[src/design/ntre_pkg.sv]
`timescale 1ns / 1ps
// ----------------------------------------------------------------------------
// ntre_pkg
// shared types and constants of the ndef text record extractor
// ----------------------------------------------------------------------------
package ntre_pkg;

	localparam logic [1:0] ST_TEXT     = 2'd0;
	localparam logic [1:0] ST_EMPTY    = 2'd1;
	localparam logic [1:0] ST_NOTTEXT  = 2'd2;
	localparam logic [1:0] ST_LANGLONG = 2'd3;

	localparam logic [7:0] TEXT_TYPE  = 8'h54;
	localparam logic [2:0] TNF_WKNOWN = 3'd1;
	localparam logic [5:0] LANG_MASK  = 6'd63;

	typedef struct packed {
		logic [7:0] text_byte;
		logic [1:0] status;
		logic       is_last;
		logic       truncated;
	} result_t;

endpackage

[src/design/ntre_parser.sv]
`timescale 1ns / 1ps
// ----------------------------------------------------------------------------
// ntre_parser
// front part: walks the record header and emits classified results
// ----------------------------------------------------------------------------
module ntre_parser (
	input  logic                clk,
	input  logic                arst_n,
	input  logic                in_valid,
	input  logic                in_start,
	input  logic [7:0]          in_byte,
	input  logic [15:0]         max_text_bytes,
	output logic                res_valid,
	output ntre_pkg::result_t   res
);
	import ntre_pkg::*;

	typedef enum logic [3:0] {
		PH_IDLE, PH_TLEN, PH_PLEN, PH_IDLEN, PH_TYPE, PH_ID,
		PH_STATUS, PH_LANG, PH_TEXT, PH_DONE
	} phase_t;

	phase_t      phase_q;
	logic        sr_q, il_q, txt_q;
	logic [2:0]  tnf_q;
	logic [7:0]  tlen_q, idlen_q;
	logic [31:0] plen_q, left_q;
	logic [15:0] emit_q;

	logic [31:0] left_dec, plen_dec, plen_new;
	logic [5:0]  lang;
	logic [15:0] emit_inc, lim;
	logic        type_first, hdr_txt, hdr_ok;

	assign left_dec = left_q - 32'd1;
	assign plen_dec = plen_q - 32'd1;
	assign lang     = in_byte[5:0] & LANG_MASK;
	assign plen_new = plen_q - 32'd1 - {26'd0, lang};
	assign emit_inc = emit_q + 16'd1;
	assign lim      = (max_text_bytes == 16'd0) ? 16'd1 : max_text_bytes;

	// text type check sees the first type byte in the cycle it arrives
	assign type_first = (phase_q == PH_TYPE) && (left_q == {24'd0, tlen_q});
	assign hdr_txt    = type_first ? ((in_byte == TEXT_TYPE) && (tlen_q == 8'd1)) : txt_q;
	assign hdr_ok     = (plen_q != 32'd0) && (tnf_q == TNF_WKNOWN) && hdr_txt;

	always_ff @(posedge clk or negedge arst_n) begin
		if (!arst_n) begin
			phase_q <= PH_IDLE;
			sr_q <= 1'b0; il_q <= 1'b0; txt_q <= 1'b0; tnf_q <= '0;
			tlen_q <= '0; idlen_q <= '0; plen_q <= '0; left_q <= '0; emit_q <= '0;
			res_valid <= 1'b0;
			res <= '0;
		end else begin
			res_valid <= 1'b0;
			if (in_valid) begin
				if (in_start) begin
					sr_q <= in_byte[4]; il_q <= in_byte[3]; tnf_q <= in_byte[2:0];
					tlen_q <= '0; plen_q <= '0; idlen_q <= '0; txt_q <= 1'b0;
					left_q <= '0; emit_q <= '0;
					phase_q <= PH_TLEN;
				end else begin
					unique case (phase_q)
						PH_TLEN: begin
							tlen_q <= in_byte;
							left_q <= sr_q ? 32'd1 : 32'd4;
							phase_q <= PH_PLEN;
						end
						PH_PLEN: begin
							plen_q <= {plen_q[23:0], in_byte};
							left_q <= left_dec;
							if (left_dec == 32'd0) begin
								if (il_q) phase_q <= PH_IDLEN;
								else if (tlen_q != 8'd0) begin
									phase_q <= PH_TYPE;
									left_q <= {24'd0, tlen_q};
								end else begin
									phase_q <= PH_DONE;
									res_valid <= 1'b1;
									res <= '{8'd0, ST_NOTTEXT, 1'b1, 1'b0};
								end
							end
						end
						PH_IDLEN: begin
							idlen_q <= in_byte;
							if (tlen_q != 8'd0) begin
								phase_q <= PH_TYPE;
								left_q <= {24'd0, tlen_q};
							end else if (in_byte != 8'd0) begin
								phase_q <= PH_ID;
								left_q <= {24'd0, in_byte};
							end else begin
								phase_q <= PH_DONE;
								res_valid <= 1'b1;
								res <= '{8'd0, ST_NOTTEXT, 1'b1, 1'b0};
							end
						end
						PH_TYPE: begin
							if (type_first) txt_q <= hdr_txt;
							left_q <= left_dec;
							if (left_dec == 32'd0) begin
								if (idlen_q != 8'd0) begin
									phase_q <= PH_ID;
									left_q <= {24'd0, idlen_q};
								end else if (hdr_ok) phase_q <= PH_STATUS;
								else begin
									phase_q <= PH_DONE;
									res_valid <= 1'b1;
									res <= '{8'd0, ST_NOTTEXT, 1'b1, 1'b0};
								end
							end
						end
						PH_ID: begin
							left_q <= left_dec;
							if (left_dec == 32'd0) begin
								if (hdr_ok) phase_q <= PH_STATUS;
								else begin
									phase_q <= PH_DONE;
									res_valid <= 1'b1;
									res <= '{8'd0, ST_NOTTEXT, 1'b1, 1'b0};
								end
							end
						end
						PH_STATUS: begin
							if ({26'd0, lang} + 32'd1 > plen_q) begin
								phase_q <= PH_DONE;
								res_valid <= 1'b1;
								res <= '{8'd0, ST_LANGLONG, 1'b1, 1'b0};
							end else begin
								plen_q <= plen_new;
								if (lang != 6'd0) begin
									left_q <= {26'd0, lang};
									phase_q <= PH_LANG;
								end else if (plen_new == 32'd0) begin
									phase_q <= PH_DONE;
									res_valid <= 1'b1;
									res <= '{8'd0, ST_EMPTY, 1'b1, 1'b0};
								end else phase_q <= PH_TEXT;
							end
						end
						PH_LANG: begin
							left_q <= left_dec;
							if (left_dec == 32'd0) begin
								if (plen_q == 32'd0) begin
									phase_q <= PH_DONE;
									res_valid <= 1'b1;
									res <= '{8'd0, ST_EMPTY, 1'b1, 1'b0};
								end else phase_q <= PH_TEXT;
							end
						end
						PH_TEXT: begin
							plen_q <= plen_dec;
							emit_q <= emit_inc;
							res_valid <= 1'b1;
							if (plen_dec == 32'd0) begin
								phase_q <= PH_DONE;
								res <= '{in_byte, ST_TEXT, 1'b1, 1'b0};
							end else if (emit_inc >= lim) begin
								phase_q <= PH_DONE;
								res <= '{in_byte, ST_TEXT, 1'b1, 1'b1};
							end else begin
								res <= '{in_byte, ST_TEXT, 1'b0, 1'b0};
							end
						end
						default: ;
					endcase
				end
			end
		end
	end

endmodule

[src/design/ntre_fifo.sv]
`timescale 1ns / 1ps
// ----------------------------------------------------------------------------
// ntre_fifo
// short result queue between parser and output
// ----------------------------------------------------------------------------
module ntre_fifo #(
	parameter int Depth = 4
) (
	input  logic              clk,
	input  logic              arst_n,
	input  logic              wr_en,
	input  ntre_pkg::result_t wr_data,
	output logic [$clog2(Depth+1)-1:0] count,
	output logic              rd_valid,
	input  logic              rd_en,
	output ntre_pkg::result_t rd_data
);
	import ntre_pkg::*;

	localparam int AW = (Depth > 1) ? $clog2(Depth) : 1;
	localparam int CW = $clog2(Depth + 1);

	result_t         mem_q [Depth];
	logic [AW-1:0]   wp_q, rp_q;
	logic [CW-1:0]   cnt_q;

	assign count    = cnt_q;
	assign rd_valid = (cnt_q != '0);
	assign rd_data  = mem_q[rp_q];

	always_ff @(posedge clk) begin
		if (wr_en) mem_q[wp_q] <= wr_data;
	end

	always_ff @(posedge clk or negedge arst_n) begin
		if (!arst_n) begin
			wp_q <= '0; rp_q <= '0; cnt_q <= '0;
		end else begin
			if (wr_en) wp_q <= (wp_q == AW'(Depth - 1)) ? '0 : wp_q + AW'(1);
			if (rd_en) rp_q <= (rp_q == AW'(Depth - 1)) ? '0 : rp_q + AW'(1);
			cnt_q <= cnt_q + CW'(wr_en) - CW'(rd_en);
		end
	end

	a_no_overflow: assert property (@(posedge clk) disable iff (!arst_n)
		(cnt_q == CW'(Depth)) |-> !wr_en || rd_en)
		else $error("fifo overflow");
	a_no_underflow: assert property (@(posedge clk) disable iff (!arst_n)
		rd_en |-> cnt_q != '0) else $error("fifo underflow");
	a_cnt_step: assert property (@(posedge clk) disable iff (!arst_n)
		(wr_en && !rd_en) |=> cnt_q == $past(cnt_q) + CW'(1))
		else $error("fifo count step");

endmodule

[src/design/ndef_text_record_extractor.sv]
`timescale 1ns / 1ps
// ----------------------------------------------------------------------------
// ndef_text_record_extractor
// extracts text bytes from ndef well-known text records
// ----------------------------------------------------------------------------
// s_axis carries one record byte per transaction: tdata is data_byte,
// tuser is start_of_record. m_axis returns at most one result per input
// transaction: tdata = {truncated, status, text_byte} from bit 0 up in the
// order text_byte[7:0], status[9:8], truncated[10]; tlast is is_last.
// cfg_valid/cfg_ready writes max_text_bytes (reset 4096); write only idle.
// one byte per cycle sustained while s_axis_tready stays high. the parser
// registers a result in the cycle after the input transaction, it enters a
// four-entry queue, and m_axis shows it from the queue head.
// s_axis_tready drops only when the queue could not absorb results already
// in flight, so a stalled receiver stalls input after the queue fills.
// reset clears parse state to idle and empties the queue.
// ----------------------------------------------------------------------------
module ndef_text_record_extractor #(
	parameter int QueueDepth = 4
) (
	input  logic        clk,
	input  logic        arst_n,
	input  logic        s_axis_tvalid,
	output logic        s_axis_tready,
	input  logic [7:0]  s_axis_tdata,   // data_byte
	input  logic        s_axis_tuser,   // start_of_record
	output logic        m_axis_tvalid,
	input  logic        m_axis_tready,
	output logic [15:0] m_axis_tdata,   // text_byte, status, truncated
	output logic        m_axis_tlast,   // is_last
	input  logic        cfg_valid,
	output logic        cfg_ready,
	input  logic [15:0] cfg_data
);
	import ntre_pkg::*;

	localparam int CW = $clog2(QueueDepth + 1);

	logic [15:0] max_q;
	logic        in_acc, res_valid, rd_en;
	result_t     res, head;
	logic [CW-1:0] count;

	assign cfg_ready = 1'b1;
	always_ff @(posedge clk or negedge arst_n) begin
		if (!arst_n) max_q <= 16'd4096;
		else if (cfg_valid) max_q <= cfg_data;
	end

	// one result may be in flight in the parser register
	assign s_axis_tready = ({1'b0, count} + (CW+1)'(res_valid)) < (CW+1)'(QueueDepth);
	assign in_acc        = s_axis_tvalid && s_axis_tready;
	assign rd_en         = m_axis_tvalid && m_axis_tready;

	ntre_parser u_parser (
		.clk, .arst_n, .in_valid(in_acc), .in_start(s_axis_tuser),
		.in_byte(s_axis_tdata), .max_text_bytes(max_q), .res_valid, .res
	);

	ntre_fifo #(.Depth(QueueDepth)) u_fifo (
		.clk, .arst_n, .wr_en(res_valid), .wr_data(res), .count,
		.rd_valid(m_axis_tvalid), .rd_en, .rd_data(head)
	);

	assign m_axis_tdata = {5'd0, head.truncated, head.status, head.text_byte};
	assign m_axis_tlast = head.is_last;

endmodule

[config.mk]
export PLATFORM = sky130hd
export DESIGN_NAME = ndef_text_record_extractor
export DESIGN_NICKNAME = d
export VERILOG_FILES = /design/src/design/ntre_pkg.sv /design/src/design/ntre_parser.sv /design/src/design/ntre_fifo.sv /design/src/design/ndef_text_record_extractor.sv
export SDC_FILE = /design/constraint.sdc
export NUM_CORES = 1
export LEC_CHECK = 0
export ABC_AREA = 1
export BUFFER_PORTS_ARGS = -buffer_cell sky130_fd_sc_hd__buf_2
export CAP_MARGIN = 20
export CORE_UTILIZATION = 40
export CTS_CLUSTER_SIZE = 12
export DETAILED_ROUTE_END_ITERATION = 7
export SLEW_MARGIN = 20
export SYNTH_ARGS = -nofsm -noshare
export SYNTH_HDL_FRONTEND = slang
export SYNTH_SLANG_ARGS = --single-unit
[constraint.sdc]
create_clock -name clk -period 8.04 [get_ports clk]
set_clock_uncertainty 0.05 [all_clocks]
set_input_delay 1.608 -clock clk [delete_from_list [all_inputs] [get_ports clk]]
set_output_delay 1.608 -clock clk [all_outputs]
set_load 0.005 [all_outputs]
==> impl_metrics.csv <==
group,metric,value,unit
synth,ys_warn_count,0,
final_layout,area_growth,8.509,%
run,cap_violations,0,
setup_path,cp_max_fo,38,
final_layout,seqCellArea,4996,µm²
synth,syn-cell-area,13720,µm²
setup_path,crit_arrival,5440,ps
floorplanning,start_util,40.81,%
clocking,cts_tree,"done",
final_layout,final_common_cell,"nand2_1",
clocking,cts.repair.resized,0,
synth,syn_avg_cell_area,7.131,µm²
sta,fin_setup_tns,0,ps
placed_design,gp_congestion,0.9490,
floorplanning,die_height,187.2,µm
route,drtPass1Iterations,5,
setup_path,r2r_start,"u_parser.res_valid$_DFF_PN0_",
global_routing,grt_pass1_wl,66430,µm
clocking,cts_made_buffers,17,
synth,synth_ff_type,"dfrtp_1",
placed_design,dp_hpwl,30310,µm
global_routing,top_usage_layer,"met2",
synth,synth_edf_count,48,
floorplanning,die_x,187.2,µm
setup_path,criticalPathCategory,"input port to flop",
setup_path,cp.depth,18,
floorplanning,dieArea,35040,µm²
route,ant_nets,0,
route,wirelength,41040,µm
synth,netlist_instances,1924,
min_path,min_path_type,"flop to flop",
sta,period_share,63.61,%
synth,synth_seq_cells,190,
clocking,cts_max_path_buffers,2,
route,route.detailed.drc,0,
min_path,min_path_cells,2,
synth,yosysUniqueCellTypes,57,
global_routing,grt_use_met3,4.728,%
global_routing,grt_use_met1,34.52,%
setup_path,crit_chain,"buf_2, inv_1, nor3_1, xor2_1, inv_1, ha_1, a21o_1, a22oi_1, a21oi_1, nand3_1, nor2_1, nand2_1, o21a_1, buf_4, nand2_1, inv_1, o21ai_0, o22ai_1",
sta,rsz0062_at_grt,"false",
placed_design,port_buffers,43,
setup_path,cpMostUsedCell,"inv_1",
setup_path,r2r_cells,13,
route,drt_iter0_drc,1202,
setup_path,cp_slowest_cell,"nand2_1",
final_layout,layout-drive-gt1-share,9.470,%
final_layout,final_net_count,2005,
global_routing,track_usage,23.83,%
global_routing,grt_max_degree,82,
sta,fmax,195.5,MHz
setup_path,path_buf_inv,5,
floorplanning,core_area,33620,µm²
sta,period_minus_slack,5114,ps
global_routing,grt_overflow_total,0,
clocking,clk_latency,470,ps
run_status,status,"completed",
setup_path,cp_slowest_stage_delay,530,ps
setup_path,critical-path-top-delay-family,"buffers and inverters",
final_layout,diodes,0,
global_routing,met2_usage,36.90,%
sta,slew_headroom,25.16,%
final_layout,final_cell_mix,"nand2_1 (421), inv_1 (239), nor2_1 (212), o21ai_0 (171), dfrtp_1 (141)",
placed_design,placed_area,14280,µm²
clocking,cts_setup_buffers,0,
floorplanning,num_rows,67,
setup_path,reg2reg_to,"u_parser.plen_q[24]$_DFFE_PN0P_",
final_layout,nFillCells,3444,
clocking,clock-sinks,190,
sta,slew_viol_final,0,
min_path,hold_path_end,"u_parser.tnf_q[1]$_DFFE_PN0P_",
floorplanning,io_pins,50,
global_routing,grt_pass1_vias,12050,
clocking,cts.clk_slew.worst_paths,90,ps
clocking,htreeDepth,4,
global_routing,antenna_found_initial,0,
setup_path,worst_setup_path_end_kind,"flop",
route,vias,13120,
setup_path,critical_path_required,8370,ps
final_layout,fin_area,14890,µm²
setup_path,start_kind,"input port",
route,via_per_inst,5.488,
clocking,postCtsHoldBufs,0,
sta,setup_viol,0,
sta,finalHoldViolations,0,
sta,tightest_slew,1119,ps
final_layout,multiInputGateArea,7465,µm²
setup_path,rrSetupSlack,3490,ps
clocking,cts-root-buf,"clkbuf_16",
synth,yosysSeqAreaShare,36.42,%
synth,async_flop_share,74.74,%
route,wl_per_cell,17.16,µm
min_path,min_from,"u_parser.tnf_q[1]$_DFFE_PN0P_",
## synthesized netlist by cell type (3+ instances only)
cell       instances  area share (%)
clkinv_1           4            0.11
inv_1            239             6.5
nand2_2           22             1.0
nand4_1           47             2.1
and3_1             3            0.14
xor2_1            49             3.1
buf_2              6            0.22
nor2_4            14             1.1
clkbuf_1          54             1.5
nor4_1            10            0.46
nand2_1          421              12
o211ai_1          24             1.3
edfxtp_1          48              11
a21oi_1           44             1.6
o31ai_1            4            0.22
buf_4              7            0.38
nand3_4            3            0.38
ha_1              43             3.9
o21ai_0          171             6.2
a31oi_1           23             1.0
dfrtp_1          141              26
inv_2              9            0.25
nor3_1            27            0.98
xnor2_1            8            0.51
nand3_1          138             5.0
o22ai_1           61             2.8
o2111ai_1          6            0.38
nand3_2            7            0.51
nor2_2            31             1.4
nand2_4            4            0.33
a22o_1             3            0.19
nor2_1           213             5.8
o21ai_1            5            0.18
o21a_1             3            0.16
## worst max-delay path by stage
stage	startpoint	end
after floorplan	s_axis_tdata[2]	u_parser.left_q[24]$_DFFE_PN0P_
final	s_axis_tdata[4]	u_parser.plen_q[24]$_DFFE_PN0P_
after CTS	s_axis_tdata[4]	u_parser.plen_q[24]$_DFFE_PN0P_
after global placement	s_axis_tdata[4]	u_parser.plen_q[27]$_DFFE_PN0P_
after global routing	s_axis_tdata[1]	u_parser.plen_q[25]$_DFFE_PN0P_
after detailed placement	s_axis_tdata[4]	u_parser.plen_q[24]$_DFFE_PN0P_
## sequential cells by signal, summed over array words and instances (netlist names)
name and count:
u_parser.il_q 1, u_parser.left_q 32, max_q 16, u_fifo.wp_q 2
u_fifo.mem_q 48, u_parser.sr_q 1, u_parser.emit_q 16, u_parser.tlen_q 8
u_fifo.rp_q 2, u_parser.res_valid 1, u_parser.res 12, u_parser.plen_q 32
u_parser.tnf_q 3, u_fifo.count 3, u_parser.txt_q 1, u_parser.phase_q 4
u_parser.idlen_q 8
## worst reg2reg max path, delay by kind of cell (launching register included)
kind	cells	cell delay, ps
xor+xnor	1	140
simple gates	3	1040
buf+inv	4	1640
compound gates	5	1110
flops	1	500
## per-stage QoR
step / utilization [%] / setup WS [ps] / hold WS [ps] / std cells
4_1_cts: 44.28 / 3022 / 452.4 / 2391
3_5_place_dp: 42.48 / 2553 / 427.7 / 2359
5_1_grt: 44.28 / 2641 / 471.9 / 2391
2_1_floorplan: - / 3568 / 403.0 / 1928
3_3_place_gp: 42.48 / 2655 / 438.8 / 2359
6_report: 44.28 / 2926 / 457.4 / 2391
## routing by layer
metal	up-vias	part of all wire [%]
li1	6416	-
met1	6179	46
met2	484	45
met3	43	7.8
met4	0	1.1
met5	-	0
## cells by family after synthesis
group	synth area share (%)
and+or+nand+nor	31.38
AOI/OAI and AO/OA	14.73
buffers and inverters	9.302
DFF	36.42
xor gates and xnor gates	3.757
adders and majority gates	4.213
other	0.05474
muxes	0.1459
## cell type report
type                    count  share of cell area, %
inverters                 252                  6.354
repair buffers             55                  2.093
well taps                 448                  3.765
clock buffers              17                  2.858
clock inverters            15                  1.227
multi-input cells        1414                  50.14
flip-flops and latches    190                  33.56
Power is left out: the tool's default activity adds up to more than one toggle a clock period on the data nets, which glitch-free logic cannot reach.
